==> src/rtl/rcsn_pkg.sv <==
`timescale 1ns / 1ps

package rcsn_pkg;

  // Field and register widths
  localparam int RAW_W   = 11;
  localparam int DB_W    = 10;
  localparam int ADDR_W  = 4;
  localparam int DATA_W  = 32;

  // Sample bits actually taken from the receiver word
  localparam int RAW_BITS = 11;
  localparam logic [RAW_W-1:0] RAW_MASK = RAW_W'((64'd1 << RAW_BITS) - 64'd1);

  // Scaling constants
  localparam int EDGE_MARGIN = 40;
  localparam int FULL_SCALE  = 1000;
  localparam int NUM_AXES    = 3;

  // Divider geometry: magnitude of (diff * 1000) and quotient width
  localparam int NUM_W     = 21;
  localparam int QUOT_W    = 11;
  localparam int DSH_W     = RAW_W + QUOT_W;
  localparam int DIV_STEPS = QUOT_W + 1;
  localparam int CNT_W     = $clog2(DIV_STEPS);

  // Reset values of the configuration registers
  localparam logic [RAW_W-1:0] MINIMUM_RESET  = RAW_W'(172);
  localparam logic [RAW_W-1:0] MAXIMUM_RESET  = RAW_W'(1811);
  localparam logic [RAW_W-1:0] MIDPOINT_RESET = RAW_W'(992);
  localparam logic [DB_W-1:0]  DEADBAND_RESET = DB_W'(20);

  // Item kinds
  localparam logic [1:0] KIND_STICK    = 2'd0;
  localparam logic [1:0] KIND_THROTTLE = 2'd1;
  localparam logic [1:0] KIND_SET      = 2'd2;
  localparam logic [1:0] KIND_RESET    = 2'd3;

  // Register indexes
  localparam logic [1:0] REG_MINIMUM  = 2'd0;
  localparam logic [1:0] REG_MAXIMUM  = 2'd1;
  localparam logic [1:0] REG_MIDPOINT = 2'd2;
  localparam logic [1:0] REG_DEADBAND = 2'd3;

  typedef struct packed {
    logic [1:0]       kind;
    logic [1:0]       axis;
    logic [RAW_W-1:0] raw_sample;
  } in_item_t;

  typedef struct packed {
    logic signed [RAW_W-1:0] normalized_value;
    logic [RAW_W-1:0]        axis_center;
  } out_item_t;

  typedef struct packed {
    logic [RAW_W-1:0] raw_minimum;
    logic [RAW_W-1:0] raw_maximum;
    logic [RAW_W-1:0] raw_midpoint;
    logic [DB_W-1:0]  deadband_width;
  } cfg_t;

  typedef enum logic [2:0] {
    S_IDLE,
    S_PREP,
    S_MUL,
    S_DIV,
    S_FIN
  } state_t;

  typedef struct packed {
    logic load;
    logic prep;
    logic mul;
    logic div_step;
    logic finish;
  } ctrl_cmd_t;

  typedef struct packed {
    logic quick;
    logic div_last;
  } dp_status_t;

endpackage

==> src/rtl/rcsn_regs.sv <==
`timescale 1ns / 1ps

module rcsn_regs (
  input  logic                       clk,
  input  logic                       rst,
  input  logic                       psel,
  input  logic                       penable,
  input  logic                       pwrite,
  input  logic [rcsn_pkg::ADDR_W-1:0] paddr,
  input  logic [rcsn_pkg::DATA_W-1:0] pwdata,
  output logic [rcsn_pkg::DATA_W-1:0] prdata,
  output logic                       pready,
  output rcsn_pkg::cfg_t             cfg
);
  import rcsn_pkg::*;

  logic       wr_en;
  logic [1:0] idx;

  assign pready = 1'b1;
  assign wr_en  = psel & penable & pwrite;
  assign idx    = paddr[ADDR_W-1:2];

  // Write the addressed register on the access cycle
  always_ff @(posedge clk) begin
    if (rst) begin
      cfg.raw_minimum    <= MINIMUM_RESET;
      cfg.raw_maximum    <= MAXIMUM_RESET;
      cfg.raw_midpoint   <= MIDPOINT_RESET;
      cfg.deadband_width <= DEADBAND_RESET;
    end else if (wr_en) begin
      case (idx)
        REG_MINIMUM:  cfg.raw_minimum    <= pwdata[RAW_W-1:0];
        REG_MAXIMUM:  cfg.raw_maximum    <= pwdata[RAW_W-1:0];
        REG_MIDPOINT: cfg.raw_midpoint   <= pwdata[RAW_W-1:0];
        REG_DEADBAND: cfg.deadband_width <= pwdata[DB_W-1:0];
        default: begin
        end
      endcase
    end
  end

  // Return the addressed register on a read
  always_comb begin
    case (idx)
      REG_MINIMUM:  prdata = DATA_W'(cfg.raw_minimum);
      REG_MAXIMUM:  prdata = DATA_W'(cfg.raw_maximum);
      REG_MIDPOINT: prdata = DATA_W'(cfg.raw_midpoint);
      REG_DEADBAND: prdata = DATA_W'(cfg.deadband_width);
      default:      prdata = '0;
    endcase
  end

endmodule

==> src/rtl/rcsn_ctrl.sv <==
`timescale 1ns / 1ps

module rcsn_ctrl (
  input  logic                   clk,
  input  logic                   rst,
  input  logic                   in_valid,
  output logic                   in_stall,
  output logic                   out_valid,
  input  logic                   out_stall,
  input  rcsn_pkg::dp_status_t   status,
  output rcsn_pkg::ctrl_cmd_t    cmd
);
  import rcsn_pkg::*;

  state_t state, state_next;
  logic   out_valid_next;

  // State and output flag registers
  always_ff @(posedge clk) begin
    if (rst) begin
      state     <= S_IDLE;
      out_valid <= 1'b0;
    end else begin
      state     <= state_next;
      out_valid <= out_valid_next;
    end
  end

  // Sequence one transaction: operands, multiply, divide, result; set and reset skip multiply and divide
  always_comb begin
    state_next = state;
    cmd        = '0;
    case (state)
      S_IDLE: begin
        if (in_valid) begin
          cmd.load   = 1'b1;
          state_next = S_PREP;
        end
      end
      S_PREP: begin
        cmd.prep   = 1'b1;
        state_next = status.quick ? S_FIN : S_MUL;
      end
      S_MUL: begin
        cmd.mul    = 1'b1;
        state_next = S_DIV;
      end
      S_DIV: begin
        cmd.div_step = 1'b1;
        if (status.div_last) begin
          state_next = S_FIN;
        end
      end
      S_FIN: begin
        // hold until the output register is free
        if (!out_valid || !out_stall) begin
          cmd.finish = 1'b1;
          state_next = S_IDLE;
        end
      end
      default: state_next = S_IDLE;
    endcase
  end

  assign in_stall       = (state != S_IDLE);
  assign out_valid_next = cmd.finish | (out_valid & out_stall);

endmodule

==> src/rtl/rcsn_datapath.sv <==
`timescale 1ns / 1ps

module rcsn_datapath (
  input  logic                 clk,
  input  logic                 rst,
  input  rcsn_pkg::cfg_t       cfg,
  input  rcsn_pkg::in_item_t   in_item,
  input  rcsn_pkg::ctrl_cmd_t  cmd,
  output rcsn_pkg::dp_status_t status,
  output rcsn_pkg::out_item_t  out_item
);
  import rcsn_pkg::*;

  // Captured transaction
  logic [1:0]       kind_q;
  logic [1:0]       axis_q;
  logic [RAW_W-1:0] raw_q;

  // Operands
  logic             neg_q;
  logic [RAW_W-1:0] mag_q;
  logic [RAW_W-1:0] span_q;

  // Divider
  logic [NUM_W-1:0]  rem_q;
  logic [DSH_W-1:0]  dsh_q;
  logic [CNT_W-1:0]  cnt;
  logic              sat_q;
  logic [QUOT_W-1:0] quot_q;

  // Stored centers
  logic [RAW_W-1:0] centers [NUM_AXES];

  logic             has_center;
  logic [RAW_W-1:0] center_cur;
  logic             ge;
  logic [RAW_W:0]   span_raw;
  logic [RAW_W-1:0] span_clamp;
  logic [RAW_W-1:0] mag_next;
  logic             neg_next;
  logic [NUM_W-1:0] product;
  logic [DSH_W:0]   div_diff;
  logic             div_bit;
  logic [QUOT_W-1:0] capped;
  logic [QUOT_W-1:0] res_mag;
  logic             res_neg;
  logic [RAW_W-1:0] norm;
  logic             low_edge;
  logic             high_edge;
  logic [RAW_W-1:0] cal;
  logic [RAW_W-1:0] center_out;

  // Read the center of the captured axis; the unused axis code reads the midpoint
  assign has_center = (axis_q < 2'(NUM_AXES));
  always_comb begin
    case (axis_q)
      2'd0:    center_cur = centers[0];
      2'd1:    center_cur = centers[1];
      2'd2:    center_cur = centers[2];
      default: center_cur = cfg.raw_midpoint;
    endcase
  end

  // Form magnitude, sign and divisor for stick or throttle
  always_comb begin
    if (kind_q == KIND_STICK) begin
      ge       = (raw_q >= center_cur);
      span_raw = ge ? ({1'b0, cfg.raw_maximum} - {1'b0, center_cur})
                    : ({1'b0, center_cur} - {1'b0, cfg.raw_minimum});
      mag_next = ge ? (raw_q - center_cur) : (center_cur - raw_q);
    end else begin
      ge       = (raw_q >= cfg.raw_minimum);
      span_raw = {1'b0, cfg.raw_maximum} - {1'b0, cfg.raw_minimum};
      mag_next = ge ? (raw_q - cfg.raw_minimum) : '0;
    end
    neg_next = ~ge;
    // clamp a negative or zero span to one
    if (span_raw[RAW_W] || (span_raw == '0)) begin
      span_clamp = RAW_W'(1);
    end else begin
      span_clamp = span_raw[RAW_W-1:0];
    end
  end

  assign product = NUM_W'(mag_q) * NUM_W'(FULL_SCALE);

  // One restoring step: compare against the shifted divisor
  assign div_diff = {1'b0, DSH_W'(rem_q)} - {1'b0, dsh_q};
  assign div_bit  = ~div_diff[DSH_W];

  assign status.quick    = (kind_q == KIND_SET) || (kind_q == KIND_RESET);
  assign status.div_last = (cnt == CNT_W'(DIV_STEPS - 1));

  // Saturate, apply deadband and sign
  always_comb begin
    if (sat_q || (quot_q > QUOT_W'(FULL_SCALE))) begin
      capped = QUOT_W'(FULL_SCALE);
    end else begin
      capped = quot_q;
    end
    case (kind_q)
      KIND_STICK: begin
        res_mag = (!sat_q && (quot_q < QUOT_W'(cfg.deadband_width))) ? '0 : capped;
        res_neg = neg_q;
      end
      KIND_THROTTLE: begin
        res_mag = neg_q ? '0 : capped;
        res_neg = 1'b0;
      end
      default: begin
        res_mag = '0;
        res_neg = 1'b0;
      end
    endcase
    norm = res_neg ? (RAW_W'(0) - RAW_W'(res_mag)) : RAW_W'(res_mag);
  end

  // Calibrated center: fall back to the midpoint near either limit
  assign low_edge  = ({1'b0, raw_q} <= ({1'b0, cfg.raw_minimum} + (RAW_W+1)'(EDGE_MARGIN)));
  assign high_edge = (({1'b0, raw_q} + (RAW_W+1)'(EDGE_MARGIN)) >= {1'b0, cfg.raw_maximum});
  assign cal       = (low_edge || high_edge) ? cfg.raw_midpoint : raw_q;

  always_comb begin
    case (kind_q)
      KIND_SET:   center_out = has_center ? cal : cfg.raw_midpoint;
      KIND_RESET: center_out = cfg.raw_midpoint;
      default:    center_out = center_cur;
    endcase
  end

  // Capture, operand, multiply, divider and output registers
  always_ff @(posedge clk) begin
    if (cmd.load) begin
      kind_q <= in_item.kind;
      axis_q <= in_item.axis;
      raw_q  <= in_item.raw_sample & RAW_MASK;
    end
    if (cmd.prep) begin
      neg_q  <= neg_next;
      mag_q  <= mag_next;
      span_q <= span_clamp;
    end
    if (cmd.mul) begin
      rem_q  <= product;
      dsh_q  <= {span_q, QUOT_W'(0)};
      cnt    <= '0;
      sat_q  <= 1'b0;
      quot_q <= '0;
    end else if (cmd.div_step) begin
      if (div_bit) begin
        rem_q <= div_diff[NUM_W-1:0];
      end
      // first step only flags a quotient beyond the result width
      if (cnt == '0) begin
        sat_q <= div_bit;
      end else begin
        quot_q <= {quot_q[QUOT_W-2:0], div_bit};
      end
      dsh_q <= dsh_q >> 1;
      cnt   <= cnt + CNT_W'(1);
    end
    if (cmd.finish) begin
      out_item.normalized_value <= norm;
      out_item.axis_center      <= center_out;
    end
  end

  // Update stored centers when the transaction completes
  always_ff @(posedge clk) begin
    if (rst) begin
      for (int i = 0; i < NUM_AXES; i++) begin
        centers[i] <= MIDPOINT_RESET;
      end
    end else if (cmd.finish) begin
      if (kind_q == KIND_RESET) begin
        for (int i = 0; i < NUM_AXES; i++) begin
          centers[i] <= cfg.raw_midpoint;
        end
      end else if ((kind_q == KIND_SET) && has_center) begin
        for (int i = 0; i < NUM_AXES; i++) begin
          if (axis_q == 2'(i)) begin
            centers[i] <= cal;
          end
        end
      end
    end
  end

endmodule

==> src/rtl/rc_stick_normalizer.sv <==
`timescale 1ns / 1ps

// Radio-control stick normalizer.
// Input channel (in_valid / in_stall / in_item) carries one sample with its
// kind and axis; output channel (out_valid / out_stall / out_item) returns
// exactly one result per input transaction, in order.
// Stick items give -1000..1000 around the stored axis center with deadband;
// throttle items give 0..1000; set and reset items update the centers and
// return 0 with the resulting center.
// Configuration goes through the APB port: minimum at 0x0, maximum at 0x4,
// midpoint at 0x8, deadband at 0xC. Write only while the block is idle.
// Stick and throttle pass through one operand step, one multiply and 12 steps
// of the shared radix-2 divider, then the result step; set and reset go from
// the operand step straight to the result step. A new item is taken only
// after the current one has left its result step.
// A result waits in the output register while out_stall is high; the next
// item is still taken and worked on, and holds in its last cycle until the
// register frees. Synchronous reset restores the register defaults, sets all
// centers to 992 and empties the pipeline.
module rc_stick_normalizer (
  input  logic                        clk,
  input  logic                        rst,
  input  logic                        in_valid,
  output logic                        in_stall,
  input  rcsn_pkg::in_item_t          in_item,
  output logic                        out_valid,
  input  logic                        out_stall,
  output rcsn_pkg::out_item_t         out_item,
  input  logic                        psel,
  input  logic                        penable,
  input  logic                        pwrite,
  input  logic [rcsn_pkg::ADDR_W-1:0] paddr,
  input  logic [rcsn_pkg::DATA_W-1:0] pwdata,
  output logic [rcsn_pkg::DATA_W-1:0] prdata,
  output logic                        pready
);
  import rcsn_pkg::*;

  cfg_t       cfg;
  ctrl_cmd_t  cmd;
  dp_status_t status;

  rcsn_regs u_regs (
    .clk     (clk),
    .rst     (rst),
    .psel    (psel),
    .penable (penable),
    .pwrite  (pwrite),
    .paddr   (paddr),
    .pwdata  (pwdata),
    .prdata  (prdata),
    .pready  (pready),
    .cfg     (cfg)
  );

  rcsn_ctrl u_ctrl (
    .clk       (clk),
    .rst       (rst),
    .in_valid  (in_valid),
    .in_stall  (in_stall),
    .out_valid (out_valid),
    .out_stall (out_stall),
    .status    (status),
    .cmd       (cmd)
  );

  rcsn_datapath u_dp (
    .clk      (clk),
    .rst      (rst),
    .cfg      (cfg),
    .in_item  (in_item),
    .cmd      (cmd),
    .status   (status),
    .out_item (out_item)
  );

endmodule

==> config.mk <==
export PLATFORM = sky130hd
export DESIGN_NAME = rc_stick_normalizer
export DESIGN_NICKNAME = d
export VERILOG_FILES = /design/src/rtl/rcsn_pkg.sv /design/src/rtl/rcsn_regs.sv /design/src/rtl/rcsn_ctrl.sv /design/src/rtl/rcsn_datapath.sv /design/src/rtl/rc_stick_normalizer.sv
export SDC_FILE = /design/constraint.sdc
export NUM_CORES = 1
export LEC_CHECK = 0
export BUFFER_PORTS_ARGS = -buffer_cell sky130_fd_sc_hd__buf_4
export CORE_AREA = 2 2 162 164
export CTS_CLUSTER_SIZE = 20
export DETAILED_ROUTE_END_ITERATION = 6
export DIE_AREA = 0 0 164 166
export PLACE_DENSITY = 0.79
export SLEW_MARGIN = 15
export SYNTH_ARGS = -nofsm -noshare
export SYNTH_HDL_FRONTEND = slang
export SYNTH_SLANG_ARGS = --single-unit
==> constraint.sdc <==
create_clock -name clk -period 5.45 [get_ports clk]
set_input_delay 0.2725 -clock clk [delete_from_list [all_inputs] [get_ports clk]]
set_output_delay 0.2725 -clock clk [all_outputs]
set_load 0.02 [all_outputs]
==> results of run 1 <==
cells by family after synthesis:
group / after synthesis / synth area share
other: 2 / 0.000495
AOI/OAI and AO/OA: 383 / 0.169
and+or+nand+nor: 409 / 0.132
xor gates and xnor gates: 76 / 0.0439
muxes: 62 / 0.0584
DFF: 199 / 0.343
buffers and inverters: 232 / 0.0649
adders and majority gates: 203 / 0.188
where the power goes:
| part | leakage, nW | internal (mW) | switching [mW] |
|---|---|---|---|
| clock network | 0.293 | 0.627 | 0.674 |
| registers | 1.75 | 1.87 | 0.184 |
| logic | 4.90 | 2.39 | 3.27 |
sequential cells by signal, summed over array words and instances (netlist names), 2 cells and up:
signal,cells
u_dp.quot_q,11
u_dp.dsh_q,22
u_regs.cfg,43
u_dp.out_item,22
u_dp.cnt,4
u_dp.raw_q,11
u_dp.span_q,11
u_dp.rem_q,21
u_dp.kind_q,2
u_ctrl.state,3
u_dp.centers,33
u_dp.mag_q,11
u_dp.axis_q,2
path summary, 6_finish.rpt:
path | start | endpoint | slack, ps | cells after the start
hold reg to reg | u_dp.dsh_q[0] | u_dp.dsh_q[0] | 460 | 2
hold / removal | in_item[7] | u_dp.raw_q[7] | 10 | 1
setup reg to reg | u_dp.mag_q[0] | u_dp.rem_q[20] | 490 | 16
setup / recovery | u_dp.mag_q[0] | u_dp.rem_q[20] | 490 | 16
placed cells by master, fill, tap and decap left out, types with 22 or more instances in the layout:
| cell | count |
|---|---|
| xnor2_1 | 48 |
| nand2_1 | 113 |
| fa_1 | 41 |
| nor2b_1 | 23 |
| dfxtp_1 | 77 |
| nor2_1 | 102 |
| nor3_1 | 24 |
| inv_1 | 154 |
| ha_1 | 162 |
| buf_4 | 87 |
| o22ai_1 | 27 |
| a21oi_1 | 98 |
| o21ai_0 | 74 |
| edfxtp_1 | 122 |
| xor2_1 | 28 |
| nand3_1 | 49 |
| conb_1 | 22 |
| mux2i_1 | 40 |
layout make-up:
type                    count  area share
well taps                 335      0.0252
clock inverters            14      0.0103
flip-flops and latches    199       0.312
inverters                 155      0.0349
clock buffers              18      0.0258
multi-input cells        1155       0.544
repair buffers            101      0.0476
repair_timing:
action	in CTS	in global routing
setup buffers	0	0
hold buffers	14	0
endpoints found under the hold margin	14	0
worst reg2reg max path, delay by kind of cell (launching register included):
kind | cells | cell delay [ps]
buffers and inverters | 2 | 90
adder cells (fa/ha/maj) | 5 | 2420
XOR/XNOR | 1 | 200
flip-flops | 1 | 490
AO/OA/AOI/OAI | 8 | 1490
routing by layer:
metal,part of all wire,vias to the layer above
li1,-,5749
met1,0.41,5857
met3,0.071,90
met4,0.032,0
met2,0.49,549
met5,0,-
metrics by stage:
stage / instance area, um^2 / power (mW)
2_1_floorplan: 15200 / 6.44
3_3_place_gp: 15900 / 7.56
3_5_place_dp: 15900 / 7.71
4_1_cts: 16700 / 9.04
5_1_grt: 16700 / 9.85
6_report: 16700 / 9.02
==> impl_metrics.json, run 1 <==
{
  "die_w_um": 164,
  "post-synth-top-count-cell": "ha_1",
  "synth.avg_cell_area_um2": 9.68,
  "finalSetupViolations": 0,
  "clkTransAtPathRegs_ps": 80,
  "use_met2": 0.489,
  "yosys_warnings": 0,
  "clock_latency_ps": 450,
  "cts_root_buffer": "clkbuf_16",
  "fin_skew_ps": 23.2,
  "power.leakage_nw": 6.93,
  "h-tree-depth": 4,
  "crit_path_max_fanout": 5,
  "cts_made_buffers": 17,
  "core_area_um2": 25600,
  "ys_ff_latch": 199,
  "crit_path_start_kind": "flip-flop",
  "slew_viol_final": 0,
  "cp_cell_sequence": "fa_1 -> fa_1 -> inv_1 -> fa_1 -> fa_1 -> inv_1 -> ha_1 -> o21a_1 -> a21oi_1 -> o21ai_0 -> a211oi_1 -> o21bai_1 -> a21oi_1 -> o21ai_0 -> xnor2_1 -> o22ai_1",
  "grtUsageTotal": 0.289,
  "end_kind": "flip-flop",
  "initial_core_util": 0.592,
  "final_nets": 1890,
  "final.setup.tns_ps": 0,
  "cpLargestDelayFamily": "adder cells",
  "grt-ovfl-total": 0,
  "arrival_ps": 5130,
  "avgViaCountPerCell": 6.19,
  "vias": 12245,
  "dieArea_um2": 27200,
  "ios": 115,
  "synthTopCellsByArea": "edfxtp_1 24%, ha_1 13%, dfxtp_1 10%",
  "routed_wl_um": 39000,
  "clockBufferDepth": 2,
  "utilization": 0.651,
  "outcome": "finished, final reports clean",
  "drt_iter0_drc": 1169,
  "timing.slew.headroom": 0.212,
  "maxCapViolCount": 0,
  "fin_crit_sh": 0.910,
  "ir_drop_mv": 0.912,
  "critPathRequiredTime_ps": 5620,
  "whs_ps": 14.9,
  "wire_per_inst_um": 19.7,
  "synthArstFlopShare": 0,
  "fin_ws_ps": 492,
  "place_hpwl_um": 29500,
  "multi_input_area_um2": 9060,
  "crit_type": "flip-flop to flip-flop",
  "cts.sinks": 199,
  "ys.flop_type": "edfxtp_1",
  "yosysUniqueCellTypes": 85,
  "ant_nets": 0,
  "cts_resized": 0,
  "slowest_delay_ps": 560,
  "area.growth.synth_to_final_pct": 9.93,
  "grt_start_max_net_pins": 52,
  "first_pass_iters": 5,
  "busiest_layer": "met2",
  "worstMarginPinSlew_ps": 1180,
  "n_antenna_cell": 0,
  "synth_cells": 1566,
  "drive_above_1_share": 0.102,
  "gp_congestion": 0.961,
  "hp-class": "input pin to flip-flop",
  "min_period_ps": 4960,
  "fmax_mhz": 202,
  "place_ws_ps": 518,
  "hold_viol_final": 0,
  "synth_common_cells": "162 x ha_1, 154 x inv_1, 122 x edfxtp_1, 113 x nand2_1, 104 x nor2_1",
  "grt_pass1_vias": 11645,
  "synth_edf_count": 122,
  "seq_area_um2": 5200,
  "die_h_um": 166,
  "rsz0062_at_grt": "false",
  "synth_top_area_share": 0.242,
  "cts_tree": "yes",
  "num-fill-cells": 2053,
  "use_met1": 0.380,
  "grt_pass1_wl_um": 61200,
  "netlist_area_um2": 15200,
  "worst_path_most_repeated_cell": "fa_1",
  "cpMaxStageDelayCell": "fa_1",
  "core.rowCount": 59,
  "p_per_area_nw_per_um2": 541,
  "synth_top_area_cell": "edfxtp_1",
  "grt_antenna_before_repair": 0,
  "io_buffers": 69,
  "path_buf_inv": 2,
  "ys_seq_area_frac": 0.343,
  "finalNonFillerCells": 1977,
  "route.detailed.drc": 0,
  "grt_use_met3": 0.0385,
  "dp.cells": 1931
}
(Power assumes the default switching activity.)
==> run 2: changes to the inputs <==
--- a/config.mk
+++ b/config.mk
@@ -6,12 +6,13 @@
 export NUM_CORES = 1
 export LEC_CHECK = 0
 export BUFFER_PORTS_ARGS = -buffer_cell sky130_fd_sc_hd__buf_4
-export CORE_AREA = 2 2 162 164
+export CORE_AREA = 2 2 164 166
 export CTS_CLUSTER_SIZE = 20
 export DETAILED_ROUTE_END_ITERATION = 6
-export DIE_AREA = 0 0 164 166
+export DIE_AREA = 0 0 166 168
 export PLACE_DENSITY = 0.79
 export SLEW_MARGIN = 15
 export SYNTH_ARGS = -nofsm -noshare
 export SYNTH_HDL_FRONTEND = slang
+export SYNTH_HIERARCHICAL = 1
 export SYNTH_SLANG_ARGS = --single-unit
==> impl_metrics.json, run 2 <==
{
  "worstRegToRegCells": 15,
  "crit_path_start_kind": "flip-flop",
  "hold_viol_final": 0,
  "ys.flop_type": "edfxtp_1",
  "route.detailed.drc": 0,
  "netlist_area_um2": 15500,
  "worstMarginPinSlew_ps": 1080,
  "seq_area_um2": 5200,
  "clock_latency_ps": 450,
  "yosysUniqueCellTypes": 86,
  "p_clk_frac": 0.230,
  "finalSetupViolations": 0,
  "cts.sinks": 199,
  "h-tree-depth": 4,
  "n_antenna_cell": 0,
  "routed_wl_um": 39500,
  "avgViaCountPerCell": 6.03,
  "sw_frac_of_total": 0.389,
  "place_ws_ps": 324,
  "largest_register_ffs": 43,
  "gp_congestion": 0.942,
  "ir_drop_mv": 0.261,
  "arrival_ps": 5320,
  "slew_viol_final": 0,
  "place_hpwl_um": 30200,
  "worst_path_most_repeated_cell": "fa_1",
  "drt_iter0_drc": 1014,
  "grt_antenna_before_repair": 0,
  "p_total_mw": 5.57,
  "synthTopCellsByArea": "edfxtp_1 24%, ha_1 13%, dfxtp_1 9.9%",
  "grt-ovfl-total": 0,
  "synthArstFlopShare": 0,
  "initial_core_util": 0.588,
  "synth_top_area_share": 0.236,
  "utilization": 0.645,
  "min-delay-start": "pwdata[1]",
  "holdPathStages": 3,
  "startpoint": "u_dp/mag_q[0]",
  "grt_start_max_net_pins": 88,
  "top_regs": "u_regs/cfg x43, u_dp/centers x33",
  "fmax_mhz": 195,
  "ios": 115,
  "die_w_um": 166,
  "cpMaxStageDelayCell": "fa_1",
  "timing.slew.headroom": 0.283,
  "pwr-share-seq": 0.319,
  "cts_made_buffers": 17,
  "maxCapViolCount": 0,
  "outcome": "finished, final reports clean",
  "ys_ff_latch": 199,
  "io_buffers": 69,
  "crit_path_max_fanout": 5,
  "ant_nets": 0,
  "yosys_warnings": 6,
  "cts_tree": "yes",
  "grtUsageTotal": 0.282,
  "hp-class": "input pin to flip-flop",
  "min_period_ps": 5130,
  "grt_pass1_vias": 11637,
  "synth_common_cells": "162 x ha_1, 156 x inv_1, 125 x nor2_1, 122 x edfxtp_1, 93 x nand2_1",
  "drive_above_1_share": 0.105,
  "fin_crit_sh": 0.941,
  "final_nets": 1913,
  "cts_resized": 0,
  "crit_type": "flip-flop to flip-flop",
  "clockBufferDepth": 2,
  "post-synth-top-count-cell": "ha_1",
  "reg2reg_from": "u_dp/mag_q[0]",
  "num-fill-cells": 2083,
  "post_cts_buffers": 0,
  "cp_cell_sequence": "fa_1 -> fa_1 -> inv_1 -> fa_1 -> fa_1 -> inv_1 -> ha_1 -> a21o_1 -> a2111oi_0 -> nor3_1 -> a41o_1 -> o41ai_2 -> o21ai_1 -> xnor2_1 -> a22o_1",
  "grt_pass1_wl_um": 62400,
  "slowest_delay_ps": 560,
  "synth_cells": 1590,
  "clkTransAtPathRegs_ps": 90,
  "dieArea_um2": 27900,
  "critPathRequiredTime_ps": 5640,
  "core_area_um2": 26400,
  "final.setup.tns_ps": 0,
  "p_per_area_nw_per_um2": 328,
  "whs_ps": 85.1,
  "end_kind": "flip-flop",
  "cts_root_buffer": "clkbuf_16",
  "wire_per_inst_um": 19.7,
  "synth_edf_count": 122,
  "power.net_switching_mw": 2.17,
  "p_int_mw": 3.40,
  "rsz0062_at_grt": "false",
  "vias": 12097,
  "multi_input_area_um2": 9380,
  "synth.avg_cell_area_um2": 9.75,
  "die_h_um": 168,
  "largest_register": "u_regs/cfg",
  "reg2reg_slack_ps": 320,
  "synth_top_area_cell": "edfxtp_1",
  "power.leakage_nw": 7.31,
  "first_pass_iters": 5,
  "cp-endpoint": "u_dp/rem_q[20]",
  "ys_seq_area_frac": 0.336,
  "fin_skew_ps": 30.9,
  "final_cell_mix": "162 x ha_1, 156 x inv_1, 125 x nor2_1",
  "area.growth.synth_to_final_pct": 9.60,
  "combPwrFrac": 0.451,
  "reg2reg_to": "u_dp/rem_q[20]",
  "layout_commonest_cell": "ha_1",
  "core.rowCount": 60,
  "fin_ws_ps": 323
}
run 2: changes by cell type in the layout (fill, tap and decap cells not counted), moves of 19 or more:
cell	change
mux2i_1	+45
nand2b_1	+33
nor2_1	+23
a21oi_1	-21
nand2_1	-20
o22ai_1	-19
run 2: per-stage QoR:
step / instance area (um^2) / instances
floorplan: 15600 / 1610
global placement: 16200 / 1959
detailed placement: 16200 / 1959
CTS: 17000 / 2005
global route: 17000 / 2006
finish: 17000 / 2006
run 2: final cells by class:
cell class                 instances  area share
clock buffer                      18      0.0253
clock inverter                    14      0.0109
inverter                         156      0.0345
multi-input combinational       1179       0.552
sequential                       199       0.306
tap                              341      0.0251
timing repair buffer              99      0.0459
run 2: what timing repair did:
item                       in CTS  in global routing
setup endpoints to repair       0                  0
hold buffers                   14                  1
hold endpoints to repair       14                  1
run 2: logic make-up (layout without fill, tap and decap cells):
| family | Yosys count | after routing | synth area share |
|---|---|---|---|
| AND/OR/NAND/NOR | 430 | 430 | 0.136 |
| buffers and inverters | 232 | 287 | 0.0653 |
| XOR/XNOR | 76 | 76 | 0.0429 |
| flip-flops | 199 | 199 | 0.336 |
| multiplexers | 107 | 107 | 0.0861 |
| adder cells (fa/ha/maj) | 203 | 203 | 0.184 |
| AO/OA/AOI/OAI | 341 | 341 | 0.149 |
| other | 2 | 22 | 0.000484 |
run 2: worst max-delay path: cells and delay by family, from the launching register on:
family,cells,cell delay (ps)
AO/OA/AOI/OAI,6,1630
XOR/XNOR,1,140
adder cells (fa/ha/maj),5,2400
buffers and inverters,2,90
flip-flops,1,490
AND/OR/NAND/NOR,1,140
run 2: layer usage:
| layer | share of wire | GRT usage | routed length, um | vias up |
|---|---|---|---|---|
| li1 | - | - | - | 5775 |
| met3 | 0.062 | 0.0444 | 2450 | 74 |
| met5 | 0 | 0 | 0 | - |
| met2 | 0.48 | 0.486 | 19200 | 452 |
| met4 | 0.033 | 0.108 | 1300 | 0 |
| met1 | 0.42 | 0.359 | 16600 | 5796 |
run 2: worst min-delay path by stage:
stage	endpoint	slack (ps)
4_1_cts	u_dp/raw_q[9]	3
3_5_place_dp	u_dp/rem_q[0]	450
3_3_place_gp	u_dp/rem_q[0]	440
2_1_floorplan	u_ctrl/out_valid	340
5_1_grt	u_regs/cfg[22]	110
6_report	u_regs/cfg[22]	90
run 2: power groups by stage:
stage               sequential (mW)  combinational (mW)  clock [mW]
detailed placement             1.81                2.48           0
global route                   1.78                2.84        1.36
CTS                            1.77                2.50        1.30
global placement               1.80                2.40           0
finish                         1.78                2.51        1.28
floorplan                      1.77                1.96           0
